<file path="src/cylindrical_warp_map_generator_assert.svh">
// Assertion macros for the cylindrical warp map generator.
// Every macro expects signals named clk and rst_n in the using module.
`ifndef CYLINDRICAL_WARP_MAP_GENERATOR_ASSERT_SVH
`define CYLINDRICAL_WARP_MAP_GENERATOR_ASSERT_SVH
`ifndef NO_ASSERTIONS
// same-cycle implication
`define CWM_ASSERT_IMPLY(label, ante, cons) \
    label: assert property (@(posedge clk) disable iff (!rst_n) (ante) |-> (cons)) \
        else $error("cwm: same-cycle check failed");
// next-cycle implication
`define CWM_ASSERT_NEXT(label, ante, cons) \
    label: assert property (@(posedge clk) disable iff (!rst_n) (ante) |=> (cons)) \
        else $error("cwm: next-cycle check failed");
`else
`define CWM_ASSERT_IMPLY(label, ante, cons)
`define CWM_ASSERT_NEXT(label, ante, cons)
`endif
`endif

</file>
<file path="src/cwm_div.sv">
`default_nettype none

// Pipelined restoring divider, one quotient bit per stage, floor rounding
// for a signed numerator given as sign and magnitude. Quotients that need
// more than QB bits are flagged as overflow.
module cwm_div
#(
    parameter int NUM_W = 40,
    parameter int DEN_W = 16,
    parameter int QB    = 29,
    parameter int TAG_W = 1
)
(
    input  wire logic                clk,
    input  wire logic                rst_n,
    input  wire logic                ce,
    input  wire logic                in_valid,
    input  wire logic [NUM_W-1:0]    num_mag,
    input  wire logic                num_neg,
    input  wire logic [DEN_W-1:0]    den,
    input  wire logic [TAG_W-1:0]    in_tag,
    output logic                     out_valid,
    output logic signed [QB:0]       quo,
    output logic                     ovf,
    output logic [TAG_W-1:0]         out_tag
);

    logic             v_reg   [QB+1];
    logic [DEN_W-1:0] rem_reg [QB+1];
    logic [QB-1:0]    low_reg [QB+1];
    logic [QB-1:0]    quo_reg [QB+1];
    logic [DEN_W-1:0] den_reg [QB+1];
    logic             neg_reg [QB+1];
    logic             ovf_reg [QB+1];
    logic [TAG_W-1:0] tag_reg [QB+1];

    logic [NUM_W-1:0] hi_part;
    logic [NUM_W-1:0] den_ext;
    logic             ovf_next;

    // entry: upper numerator part must stay below the divisor
    assign hi_part  = num_mag >> QB;
    assign den_ext  = NUM_W'(den);
    assign ovf_next = (hi_part >= den_ext);

    always_ff @(posedge clk or negedge rst_n)
    begin
        if (!rst_n)
            v_reg[0] <= 1'b0;
        else if (ce)
            v_reg[0] <= in_valid;
    end

    always_ff @(posedge clk)
    begin
        if (ce)
        begin
            rem_reg[0] <= DEN_W'(hi_part);
            low_reg[0] <= num_mag[QB-1:0];
            quo_reg[0] <= '0;
            den_reg[0] <= den;
            neg_reg[0] <= num_neg;
            ovf_reg[0] <= ovf_next;
            tag_reg[0] <= in_tag;
        end
    end

    // one quotient bit per stage
    for (genvar k = 1; k <= QB; k++)
    begin : g_step
        logic [DEN_W:0] trial;
        logic           fits;

        assign trial = {rem_reg[k-1], low_reg[k-1][QB-1]};
        assign fits  = (trial >= {1'b0, den_reg[k-1]});

        always_ff @(posedge clk or negedge rst_n)
        begin
            if (!rst_n)
                v_reg[k] <= 1'b0;
            else if (ce)
                v_reg[k] <= v_reg[k-1];
        end

        always_ff @(posedge clk)
        begin
            if (ce)
            begin
                rem_reg[k] <= fits ? DEN_W'(trial - {1'b0, den_reg[k-1]}) : DEN_W'(trial);
                low_reg[k] <= low_reg[k-1] << 1;
                quo_reg[k] <= (quo_reg[k-1] << 1) | QB'(fits);
                den_reg[k] <= den_reg[k-1];
                neg_reg[k] <= neg_reg[k-1];
                ovf_reg[k] <= ovf_reg[k-1];
                tag_reg[k] <= tag_reg[k-1];
            end
        end
    end

    // floor correction for negative numerators
    logic [QB:0]        qext;
    logic               rem_nz;
    logic signed [QB:0] quo_next;
    logic               out_v_reg;
    logic signed [QB:0] quo_out_reg;
    logic               ovf_out_reg;
    logic [TAG_W-1:0]   tag_out_reg;

    assign qext   = {1'b0, quo_reg[QB]};
    assign rem_nz = |rem_reg[QB];

    always_comb
    begin
        if (neg_reg[QB])
            quo_next = rem_nz ? signed'(~qext) : signed'(-qext);
        else
            quo_next = signed'(qext);
    end

    always_ff @(posedge clk or negedge rst_n)
    begin
        if (!rst_n)
            out_v_reg <= 1'b0;
        else if (ce)
            out_v_reg <= v_reg[QB];
    end

    always_ff @(posedge clk)
    begin
        if (ce)
        begin
            quo_out_reg <= quo_next;
            ovf_out_reg <= ovf_reg[QB];
            tag_out_reg <= tag_reg[QB];
        end
    end

    assign out_valid = out_v_reg;
    assign quo       = quo_out_reg;
    assign ovf       = ovf_out_reg;
    assign out_tag   = tag_out_reg;

endmodule

`default_nettype wire

</file>
<file path="config.mk">
export PLATFORM = sky130hd
export DESIGN_NAME = cwm_div
export DESIGN_NICKNAME = d
export VERILOG_FILES = /design/src/cylindrical_warp_map_generator_assert.svh /design/src/cwm_div.sv
export SDC_FILE = /design/constraint.sdc
export NUM_CORES = 2
export LEC_CHECK = 0
export BUFFER_PORTS_ARGS = -buffer_cell sky130_fd_sc_hd__buf_4
export CORE_ASPECT_RATIO = 1.75
export CORE_UTILIZATION = 55
export CTS_CLUSTER_SIZE = 40
export DETAILED_ROUTE_END_ITERATION = 12
export GPL_TIMING_DRIVEN = 0
export PLACE_DENSITY_LB_ADDON = 0.05
export SLEW_MARGIN = 20
export SYNTH_ARGS = -nofsm -noshare
export SYNTH_HDL_FRONTEND = slang
export SYNTH_SLANG_ARGS = --single-unit
</file>
<file path="constraint.sdc">
create_clock -name clk -period 4.1 [get_ports clk]
set_input_delay 0.205 -clock clk [delete_from_list [all_inputs] [get_ports clk]]
set_output_delay 0.205 -clock clk [all_outputs]
set_load 0.05 [all_outputs]
</file>
==> impl_metrics.json <==
{
  "status": "completed",
  "ys_warn_count": 0,
  "tns_ps": 0,
  "start_util_pct": 55.5,
  "cts_buffers": 185,
  "synth-seq-cells": 1962,
  "fin_skew_ps": 45.1,
  "path_cells": "ha_1 > and3_1 > nand2_1 > nor4_1 > nor4_1 > a31oi_2 > clkbuf_1 > mux2_2",
  "synth_edf_count": 1931,
  "grtUsageTotal_pct": 21.2,
  "cp_max_fo": 10,
  "relSlewSlack_pct": 34.0,
  "maxCapViolations": 0,
  "worst_pin_slew_ps": 985,
  "async_flop_share_pct": 1.58,
  "cp.arrival_ps": 4550,
  "final_common_cell": "edfxtp_1",
  "grt_pass1_wl_microns": 265000,
  "route.detailed.drc": 0,
  "antenna_found_initial": 2,
  "vias": 49000,
  "core-area_sq_um": 158000,
  "synthDistinctLibCells": 77,
  "crit_path_top_delay_cell": "nor4_1",
  "rsz0062_at_grt": "false",
  "synthesis.nets": 6783,
  "slew_viol_final": 0,
  "ios": 95,
  "powerDensity_nw_per_um2": 720,
  "hp-class": "in2reg",
  "final.setup.worst_slack_ps": 89.4,
  "std_cell_rows": 193,
  "clock.fmax_mhz": 249,
  "post_drt_wl_per_cell_microns": 19.7,
  "slowest_delay_ps": 860,
  "final_layout_size_suffix_gt1_share_pct": 10.8,
  "clkTransAtPathRegs_ps": 70,
  "totalWireLength_microns": 173000,
  "clk_latency_ps": 820,
  "die-width_microns": 304,
  "crit_top_cell": "nor4_1",
  "finalCriticalPeriod_ps": 4010,
  "grt_pass1_vias": 50000,
  "grt_start_max_net_pins": 160,
  "htree_levels": 4,
  "cts.sinks": 1962,
  "hpwl_microns": 126000,
  "p_total_w": 0.0708,
  "worst_setup_path_start_kind": "register",
  "dieArea_sq_um": 161000,
  "nets": 7145,
  "critPathTopFamily": "simple AND/OR/NAND/NOR gates",
  "mostFrequentLayoutCells": "edfxtp_1, inv_1, ha_1, nor2_1, a21oi_1",
  "overflow": 0,
  "avgSynthCellArea_sq_um": 14.1,
  "power_leakage_nw": 37.7,
  "first_iter_violations": 2516,
  "place.gp.congestion": 0.897,
  "final_hold_viol_count": 0,
  "largest_reg_flops": 475,
  "period_share_pct": 97.8,
  "via_per_inst": 5.59,
  "syn_inst": 6220,
  "drt_first_pass_iters": 5,
  "numPortBuffers": 94,
  "worstSetupPathType": "reg2reg",
  "place_ws_ps": -374,
  "clock_tree.buffer_depth": 4,
  "die_height_microns": 531,
  "syn_area_sq_um": 87900,
  "cts_tree": "built",
  "cp.required_ps": 4640,
  "critPathBufInv": 1,
  "syn_to_final_growth_pct": 11.8,
  "cp-end-kind": "register",
  "yosys_most_used_dff": "edfxtp_1",
  "synth-seq-area-share_pct": 66.8,
  "ant_nets": 0,
  "setup_viol": 0,
  "ir_drop_mv": 0.417,
  "root_buffer": "clkbuf_16"
}
## power breakdown
group | leakage [nW] | internal, W | switching, W
clock network | 2.84 | 0.00963 | 0.00712
registers | 19.2 | 0.0273 | 0.00200
logic | 15.7 | 0.0109 | 0.0139
## Yosys cell counts (56+ instances only)
cell | n | share of area, %
nand2_1 | 250 | 1.1
nor3_1 | 88 | 0.50
nand3_1 | 114 | 0.65
ha_1 | 472 | 6.7
a21o_1 | 99 | 0.85
clkbuf_1 | 56 | 0.24
and3_1 | 60 | 0.43
xor2_1 | 127 | 1.3
nor2_1 | 402 | 1.7
nor2b_1 | 66 | 0.47
inv_1 | 608 | 2.6
edfxtp_1 | 1931 | 66
mux2_2 | 278 | 3.6
xnor2_1 | 224 | 2.2
a21oi_1 | 350 | 2.0
o21a_1 | 92 | 0.79
o21ai_0 | 265 | 1.5
## metrics by stage
step / area, sq um / hold slack, ps / utilization, % / std cells
floorplan: 87900 / -90.6 / - / 6220
detailed placement: 91600 / 154 / 57.8 / 8374
global route: 98300 / 71.3 / 62.0 / 8776
finish: 98300 / 112 / 62.0 / 8777
CTS: 98100 / 50.6 / 62.0 / 8765
global placement: 91200 / 145 / 57.6 / 8361
## worst paths after layout
path / slack, ps / depth (start not counted) / start / endpoint
setup reg to reg: 90 / 8 / rem_reg[0][56]$_DFFE_PP_ / rem_reg[0][73]$_DFFE_PP_
setup / recovery: 90 / 8 / rem_reg[0][56]$_DFFE_PP_ / rem_reg[0][73]$_DFFE_PP_
max in group asynchronous: 3530 / 4 / rst_n / v_reg[4]$_DFFE_PN0P_
hold reg to reg: 390 / 0 / quo_reg[1][126]$_DFFE_PP_ / quo_reg[1][156]$_DFFE_PP_
hold / removal: 110 / 2 / num_mag[3] / low_reg[0][3]$_DFFE_PP_
min in group asynchronous: 390 / 4 / rst_n / v_reg[29]$_DFFE_PN0P_
## cell type report
class / instances / area [sq um]
fillers: 12000 / 60200
flip-flops and latches: 1962 / 58800
multi-input cells: 3572 / 26600
clock buffers: 222 / 4850
well taps: 2047 / 2560
inverters: 608 / 2280
repair buffers: 175 / 1780
clock inverters: 106 / 1030
plain buffers: 78 / 327
diodes: 7 / 17.5
## routing by layer
layer | global-route usage (%) | vias up | share of wire (%)
li1 | - | 23900 | -
met1 | 19.3 | 23900 | 33
met2 | 43.6 | 780 | 58
met3 | 2.31 | 430 | 2.5
met4 | 13.0 | 0 | 6.4
met5 | 0 | - | 0
## timing repair
item                                   4_1_cts  5_1_grt
setup endpoints to repair                   41       73
gates resized for setup                      9       16
hold buffers                                63        0
endpoints found under the hold margin      178        0
pin swaps                                    0        1
buffers inserted                             0        4
gates cloned                                 0        1
## cell families (layout without fill, tap and decap cells)
group | count (synthesis) | count (layout) | share of synthesized area [%]
AND/OR/NAND/NOR | 1237 | 1237 | 6.80
multiplexers | 309 | 309 | 3.91
buffers and inverters | 686 | 1189 | 2.95
other | 0 | 7 | 0
flip-flops | 1962 | 1962 | 66.8
adder cells (fa/ha/maj) | 501 | 501 | 7.38
XOR/XNOR | 351 | 351 | 3.50
AO/OA/AOI/OAI | 1174 | 1174 | 8.60
Note: power is estimated with default switching activity, not from simulation.
