==> config.mk <==
export PLATFORM = sky130hd
export DESIGN_NAME = cwm_cordic
export DESIGN_NICKNAME = d
export VERILOG_FILES = /design/src/cylindrical_warp_map_generator_assert.svh /design/src/cwm_pkg.sv /design/src/cwm_cordic.sv
export SDC_FILE = /design/constraint.sdc
export NUM_CORES = 2
export LEC_CHECK = 0
export BUFFER_PORTS_ARGS = -buffer_cell sky130_fd_sc_hd__buf_2
export CORE_UTILIZATION = 26
export DETAILED_ROUTE_END_ITERATION = 6
export GPL_TIMING_DRIVEN = 0
export MAX_ROUTING_LAYER = met4
export PLACE_DENSITY_LB_ADDON = 0.25
export SYNTH_ARGS = -nofsm -noshare
export SYNTH_HDL_FRONTEND = slang
export SYNTH_SLANG_ARGS = --single-unit
==> constraint.sdc <==
create_clock -name clk -period 6 [get_ports clk]
set_input_delay 0.9 -clock clk [delete_from_list [all_inputs] [get_ports clk]]
set_output_delay 0.9 -clock clk [all_outputs]
set_load 0.01 [all_outputs]
==> src/cylindrical_warp_map_generator_assert.svh <==
// Assertion macros for the cylindrical warp map generator.
// Every macro expects signals named clk and rst_n in the using module.
`ifndef CYLINDRICAL_WARP_MAP_GENERATOR_ASSERT_SVH
`define CYLINDRICAL_WARP_MAP_GENERATOR_ASSERT_SVH
`ifndef NO_ASSERTIONS
// same-cycle implication
`define CWM_ASSERT_IMPLY(label, ante, cons) \
    label: assert property (@(posedge clk) disable iff (!rst_n) (ante) |-> (cons)) \
        else $error("cwm: same-cycle check failed");
// next-cycle implication
`define CWM_ASSERT_NEXT(label, ante, cons) \
    label: assert property (@(posedge clk) disable iff (!rst_n) (ante) |=> (cons)) \
        else $error("cwm: next-cycle check failed");
`else
`define CWM_ASSERT_IMPLY(label, ante, cons)
`define CWM_ASSERT_NEXT(label, ante, cons)
`endif
`endif

==> src/cwm_pkg.sv <==
`default_nettype none

package cwm_pkg;

    // default values of the top-level parameters
    localparam int MAX_DIM_DEF    = 4096;
    localparam int FRAC_BITS_DEF  = 5;
    localparam int ANGLE_ITER_DEF = 16;

    // fixed field widths
    localparam int COL_W      = 12;
    localparam int DIM_W      = 13;
    localparam int FOCAL_W    = 16;
    localparam int OUT_W      = 17;
    localparam int IDX_W      = 2;
    localparam int CFG_DATA_W = 16;

    // register indexes
    localparam logic [IDX_W-1:0] REG_IMAGE_WIDTH  = 2'd0;
    localparam logic [IDX_W-1:0] REG_IMAGE_HEIGHT = 2'd1;
    localparam logic [IDX_W-1:0] REG_FOCAL_LENGTH = 2'd2;

    // register reset values
    localparam logic [DIM_W-1:0]   WIDTH_RST  = 13'd640;
    localparam logic [DIM_W-1:0]   HEIGHT_RST = 13'd480;
    localparam logic [FOCAL_W-1:0] FOCAL_RST  = 16'd720;

    // angle and rotation arithmetic
    localparam int ANG_FRAC     = 28;
    localparam int UNIT_SHIFT   = 30;
    localparam int ZQ_BITS      = 29;
    localparam int THETA_LIMIT  = 402653184;
    localparam int GAIN_INV_Q30 = 652032874;
    localparam int X_W          = 34;
    localparam int Z_W          = 31;
    localparam int ATAN_LEN     = 24;

    // atan(2^-i) in Q28
    localparam int ATAN_Q28 [ATAN_LEN] = '{
        210828714, 124459457, 65760959, 33381290, 16755422, 8385879,
        4193963, 2097109, 1048571, 524287, 262144, 131072,
        65536, 32768, 16384, 8192, 4096, 2048,
        1024, 512, 256, 128, 64, 32
    };

    // side data that rides along the angle and rotation stages
    typedef struct packed {
        logic                    ok;
        logic                    cx_neg;
        logic signed [DIM_W-1:0] cy;
    } cwm_tag_t;

endpackage

`default_nettype wire

==> src/cwm_cordic.sv <==
`default_nettype none

// Rotation-mode CORDIC, one iteration per register stage. Starts from the
// inverse gain on the x axis, so the result is (cos, sin) of z in Q30.
module cwm_cordic
    import cwm_pkg::*;
#(
    parameter int ITERS = ANGLE_ITER_DEF,
    parameter int TAG_W = 1
)
(
    input  wire logic                  clk,
    input  wire logic                  rst_n,
    input  wire logic                  ce,
    input  wire logic                  in_valid,
    input  wire logic signed [Z_W-1:0] z_in,
    input  wire logic [TAG_W-1:0]      in_tag,
    output logic                       out_valid,
    output logic signed [X_W-1:0]      x_out,
    output logic signed [X_W-1:0]      y_out,
    output logic [TAG_W-1:0]           out_tag
);

    logic                  v_reg   [ITERS+1];
    logic signed [X_W-1:0] x_reg   [ITERS+1];
    logic signed [X_W-1:0] y_reg   [ITERS+1];
    logic signed [Z_W-1:0] z_reg   [ITERS+1];
    logic [TAG_W-1:0]      tag_reg [ITERS+1];

    // start vector
    always_ff @(posedge clk or negedge rst_n)
    begin
        if (!rst_n)
            v_reg[0] <= 1'b0;
        else if (ce)
            v_reg[0] <= in_valid;
    end

    always_ff @(posedge clk)
    begin
        if (ce)
        begin
            x_reg[0]   <= X_W'(GAIN_INV_Q30);
            y_reg[0]   <= '0;
            z_reg[0]   <= z_in;
            tag_reg[0] <= in_tag;
        end
    end

    // micro-rotations
    for (genvar i = 0; i < ITERS; i++)
    begin : g_iter
        logic signed [X_W-1:0] xs;
        logic signed [X_W-1:0] ys;
        logic signed [Z_W-1:0] ang;
        logic                  up;

        assign xs  = x_reg[i] >>> i;
        assign ys  = y_reg[i] >>> i;
        assign ang = Z_W'(ATAN_Q28[i]);
        assign up  = !z_reg[i][Z_W-1];

        always_ff @(posedge clk or negedge rst_n)
        begin
            if (!rst_n)
                v_reg[i+1] <= 1'b0;
            else if (ce)
                v_reg[i+1] <= v_reg[i];
        end

        always_ff @(posedge clk)
        begin
            if (ce)
            begin
                x_reg[i+1]   <= up ? x_reg[i] - ys : x_reg[i] + ys;
                y_reg[i+1]   <= up ? y_reg[i] + xs : y_reg[i] - xs;
                z_reg[i+1]   <= up ? z_reg[i] - ang : z_reg[i] + ang;
                tag_reg[i+1] <= tag_reg[i];
            end
        end
    end

    assign out_valid = v_reg[ITERS];
    assign x_out     = x_reg[ITERS];
    assign y_out     = y_reg[ITERS];
    assign out_tag   = tag_reg[ITERS];

endmodule

`default_nettype wire

==> parameters.txt <==
Parameter                              Value

Worst setup path
  Required time at the worst-slack endpoint    roughly 6.6 ns
  Start-to-end type of the worst setup path    register to register
  Worst Path Max Fanout    7
  Critical register-to-register path startpoint    x_reg[1][119]$_DFFE_PP_
  Crit path capture type    register
  Arrival time worst endpoint    ~6.3 ns
  Reg-to-Reg End    y_reg[0][440]$_DFFE_PP_
  CP Launch Type    register
  FF-to-FF setup slack    about 0.3 ns
  Path depth of the worst reg2reg path    19

Floorplanning
  Total I/O pin count    between 100 and 150
  Area of the placeable core    around 450,000 um^2
  Die Span Y    ~670 um
  Area enclosed by the die boundary    roughly 450,000 um^2
  Initial cell density of the core    between 20% and 30%
  Placement Rows    about 250
  Chip width    a little under 700 um

Worst hold path
  Start point of the worst hold path    z_in[13]
  Path class of the lowest-slack min-delay path    input pin to register
  Worst Hold Depth    1
  End point of the most critical hold path    z_reg[0][13]$_DFFE_PP_

Route
  Routed vias/inst    approximately 4.8
  Routed WL per cell    17.01 um
  Via total after detailed routing    88,190
  1st-pass router iterations    5
  Drt first-iter violations    approximately 5,100
  Wire length reported by the detailed router    between 300,000 and 400,000 um
  DRC violation count after routing    0
  Post-detailed-route count of antenna-violating nets    0

Global route
  Grt met2 use    between 20% and 30%
  Met1 usage    about 17%
  Wire length of the first global-routing pass    492,000 um
  Total overflow reported by the global router    0
  GRT Total Usage    between 10% and 20%
  Grt peak-use layer    met2
  Via count of the first global-routing pass    85,920
  Initial antenna violation count    4
  Pin count of the biggest net entering global routing    171
  Fraction of met3 tracks used by global routing    ~1.4%

Synthesis
  Synth warn    0
  Synth Instances    between 10,000 and 15,000
  Number of enable flip-flop cells after synthesis    between 1,000 and 1,500
  Synthesized net count    13,410
  Total of flip-flops plus latches after synthesis    ~1,400
  Proportion of register bits with asynchronous set or reset after synthesis    approximately 1.2%
  Distinct cell type count after synthesis    102
  Area leader, netlist    edfxtp_1
  Fraction of post-synthesis cell area in the top cell type by area    36.18%
  Top flip-flop cell by instance count after synthesis    edfxtp_1
  Mean instance size in the synthesized netlist    ~9.7 um^2
  Area of the mapped netlist    ~120,000 um^2
  Proportion of synthesized chip area in sequential cells    36.54%
  Leading cell types by total area after synthesis    edfxtp_1 36%, ha_1 14%, xnor2_1 8.5%

Timing
  Worst slew pin tran    between 1 and 1.5 ns
  Post-route fraction of the period consumed by the critical path    a little over nine tenths
  Final-report max-slew violation count    0
  Worst Clk Skew    about 0.056 ns
  Tightest slew margin relative to the limit    between 20% and 30%
  Number of endpoints with negative hold slack in the final report    0
  Fin worst setup slack    ~0.3 ns
  Maximum frequency from static timing analysis    between 150 and 200 MHz
  Setup violations, final    0
  Clock period minus worst slack    between 5 and 6 ns
  Final worst hold slack    between 0.15 and 0.2 ns

Finish
  Flip-flop count of the largest register after layout    511
  # nets final    13,740
  Fill count    47,140
  Combined flip-flop and latch cell area    around 43,000 um^2
  End-of-flow core utilization    slightly below 30%
  Layout area overhead    12.26%
  Multi-input combinational cell area    around 70,000 um^2
  Layout cell share with drive strength beyond 1    under 10%

Clock tree
  H-Tree Depth    4
  Cts bufs inserted    around 180
  CTS Root Cell    clkbuf_16
  Clock latency on the worst-skew pair    about 0.88 ns
  Sinks on the clock net    roughly 1,400
  Deepest clock path buffer count    4
  Post-CTS clock slew at the launch and capture registers of the worst setup and hold paths    0.06 ns
  CTS tree    done

Placement
  Routability Congestion    roughly 0.86
  Quantity of I/O buffers inserted on ports    ~110
  Final HPWL DP    roughly 250,000 um
  Worst setup slack after placement    -0.9965 ns

Outcome
  Run status    finished, final reports clean

Flow run
  Max cap viols    0
==> worst max path at each step <==
stage / start / to / slack (ns) / cells past startpoint
final: x_reg[1][119]$_DFFE_PP_ / y_reg[0][440]$_DFFE_PP_ / 0.30 / 19
after CTS: z_reg[0][433]$_DFFE_PP_ / x_reg[1][236]$_DFFE_PP_ / 0.06 / 17
after global routing: y_reg[0][175]$_DFFE_PP_ / x_reg[0][236]$_DFFE_PP_ / -0.06 / 16
after detailed placement: z_reg[0][123]$_DFFE_PP_ / y_reg[0][168]$_DFFE_PP_ / -1.0 / 16
after floorplan: y_reg[0][116]$_DFFE_PP_ / x_reg[0][169]$_DFFE_PP_ / 1.04 / 17
after global placement: ce / v_reg[6]$_DFFE_PN0P_ / -20.76 / 4
==> placed cells by master, fill, tap and decap left out, types with 29 or more instances in the layout <==
cell / count
clkbuf_1: 138
a21oi_1: 1386
nand2b_1: 192
nand2_1: 548
nor3b_1: 31
buf_4: 65
xor2_1: 627
xnor2_1: 1134
o31ai_1: 50
o41ai_1: 37
o31a_1: 32
buf_2: 107
nor4_1: 77
o21a_1: 211
fa_1: 43
o21ai_0: 562
o21bai_1: 150
and2_1: 81
or3_1: 75
o211ai_1: 53
a211oi_1: 108
a21boi_0: 45
nand3_1: 170
nor2_1: 1073
nor2b_1: 145
buf_1: 31
and3_1: 87
nand4_1: 60
edfxtp_1: 1408
a211o_1: 29
or2_2: 41
clkbuf_16: 180
ha_1: 1311
nor3_1: 341
a21o_1: 551
mux2_2: 85
a31oi_1: 128
inv_1: 474
mux2i_1: 62
clkinv_1: 38
==> stage by stage <==
stage / instance area, um^2 / setup TNS [ns] / instances
2_1_floorplan: 116900 / 0 / 12020
3_3_place_gp: 124800 / - / 18050
3_5_place_dp: 125100 / -53.83 / 18060
4_1_cts: 131000 / 0 / 18400
5_1_grt: 131200 / -0.08804 / 18410
6_report: 131200 / 0 / 18410
==> final cells by class <==
class / instances / area share, %
Antenna cell: 2 / 0.003815
Buffer: 196 / 0.6780
Clock buffer: 209 / 3.539
Clock inverter: 106 / 0.7972
Inverter: 483 / 1.400
Multi-Input combinational cell: 9913 / 54.56
Sequential cell: 1425 / 32.55
Tap cell: 5928 / 5.653
Timing Repair Buffer: 147 / 0.8163
Timing Repair inverter: 1 / 0.003815
==> cells by family after synthesis <==
group           after synthesis  synth area share (%)
mux                         147                 1.350
simple gates               3053                 12.61
flops                      1425                 36.54
xor+xnor                   1763                 13.21
fa+ha+maj                  1354                 14.77
compound gates             3596                 19.21
buf+inv                     680                 2.299
==> worst max-delay path, cell delays in order, from the launching register on <==
cell and delay (ns):
edfxtp_1 0.48, or4_1 0.63, nor3b_1 0.45, nand3b_1 0.24
nor3_1 0.20, nor2_1 0.10, xnor2_2 0.34, ha_1 0.30
clkbuf_1 0.18, a21o_1 0.19, a21o_1 0.17, a21oi_1 0.13
o21ai_0 0.17, or3_1 0.34, o21bai_1 0.26, o31ai_1 0.12
a21oi_1 0.35, o21ai_0 0.24, a221oi_1 0.40, xnor2_1 0.18
==> repair_timing <==
item	in CTS	in global routing
buffers inserted	23	9
gates resized for setup	17	25
endpoints found under the hold margin	17	0
setup endpoints to repair	178	65
hold buffers	1	0
gates cloned	0	1
pin swaps	0	0
==> synthesized netlist by cell type (62+ instances only) <==
cell         n
a31oi_1    129
inv_1      480
xor2_1     627
nor3_1     341
nor2b_1    145
xnor2_1   1136
ha_1      1311
nand2b_1   192
nand2_1    548
clkbuf_1   125
o21ai_0    562
mux2i_1     62
and2_1      81
o21a_1     211
nand3_1    170
a21oi_1   1386
or3_1       75
and3_1      87
nor2_1    1073
mux2_2      85
a21o_1     551
nor4_1      81
a211oi_1   108
o21bai_1   150
edfxtp_1  1408
==> layer usage <==
| metal | vias to the layer above | wire length [um] |
|---|---|---|
| li1 | 45210 | - |
| met1 | 41490 | 143900 |
| met2 | 1115 | 153700 |
| met3 | 378 | 8925 |
| met4 | 0 | 6684 |
| met5 | - | 0 |
Power is left out: the tool's default activity adds up to more than one toggle a clock period on the data nets, which glitch-free logic cannot reach.
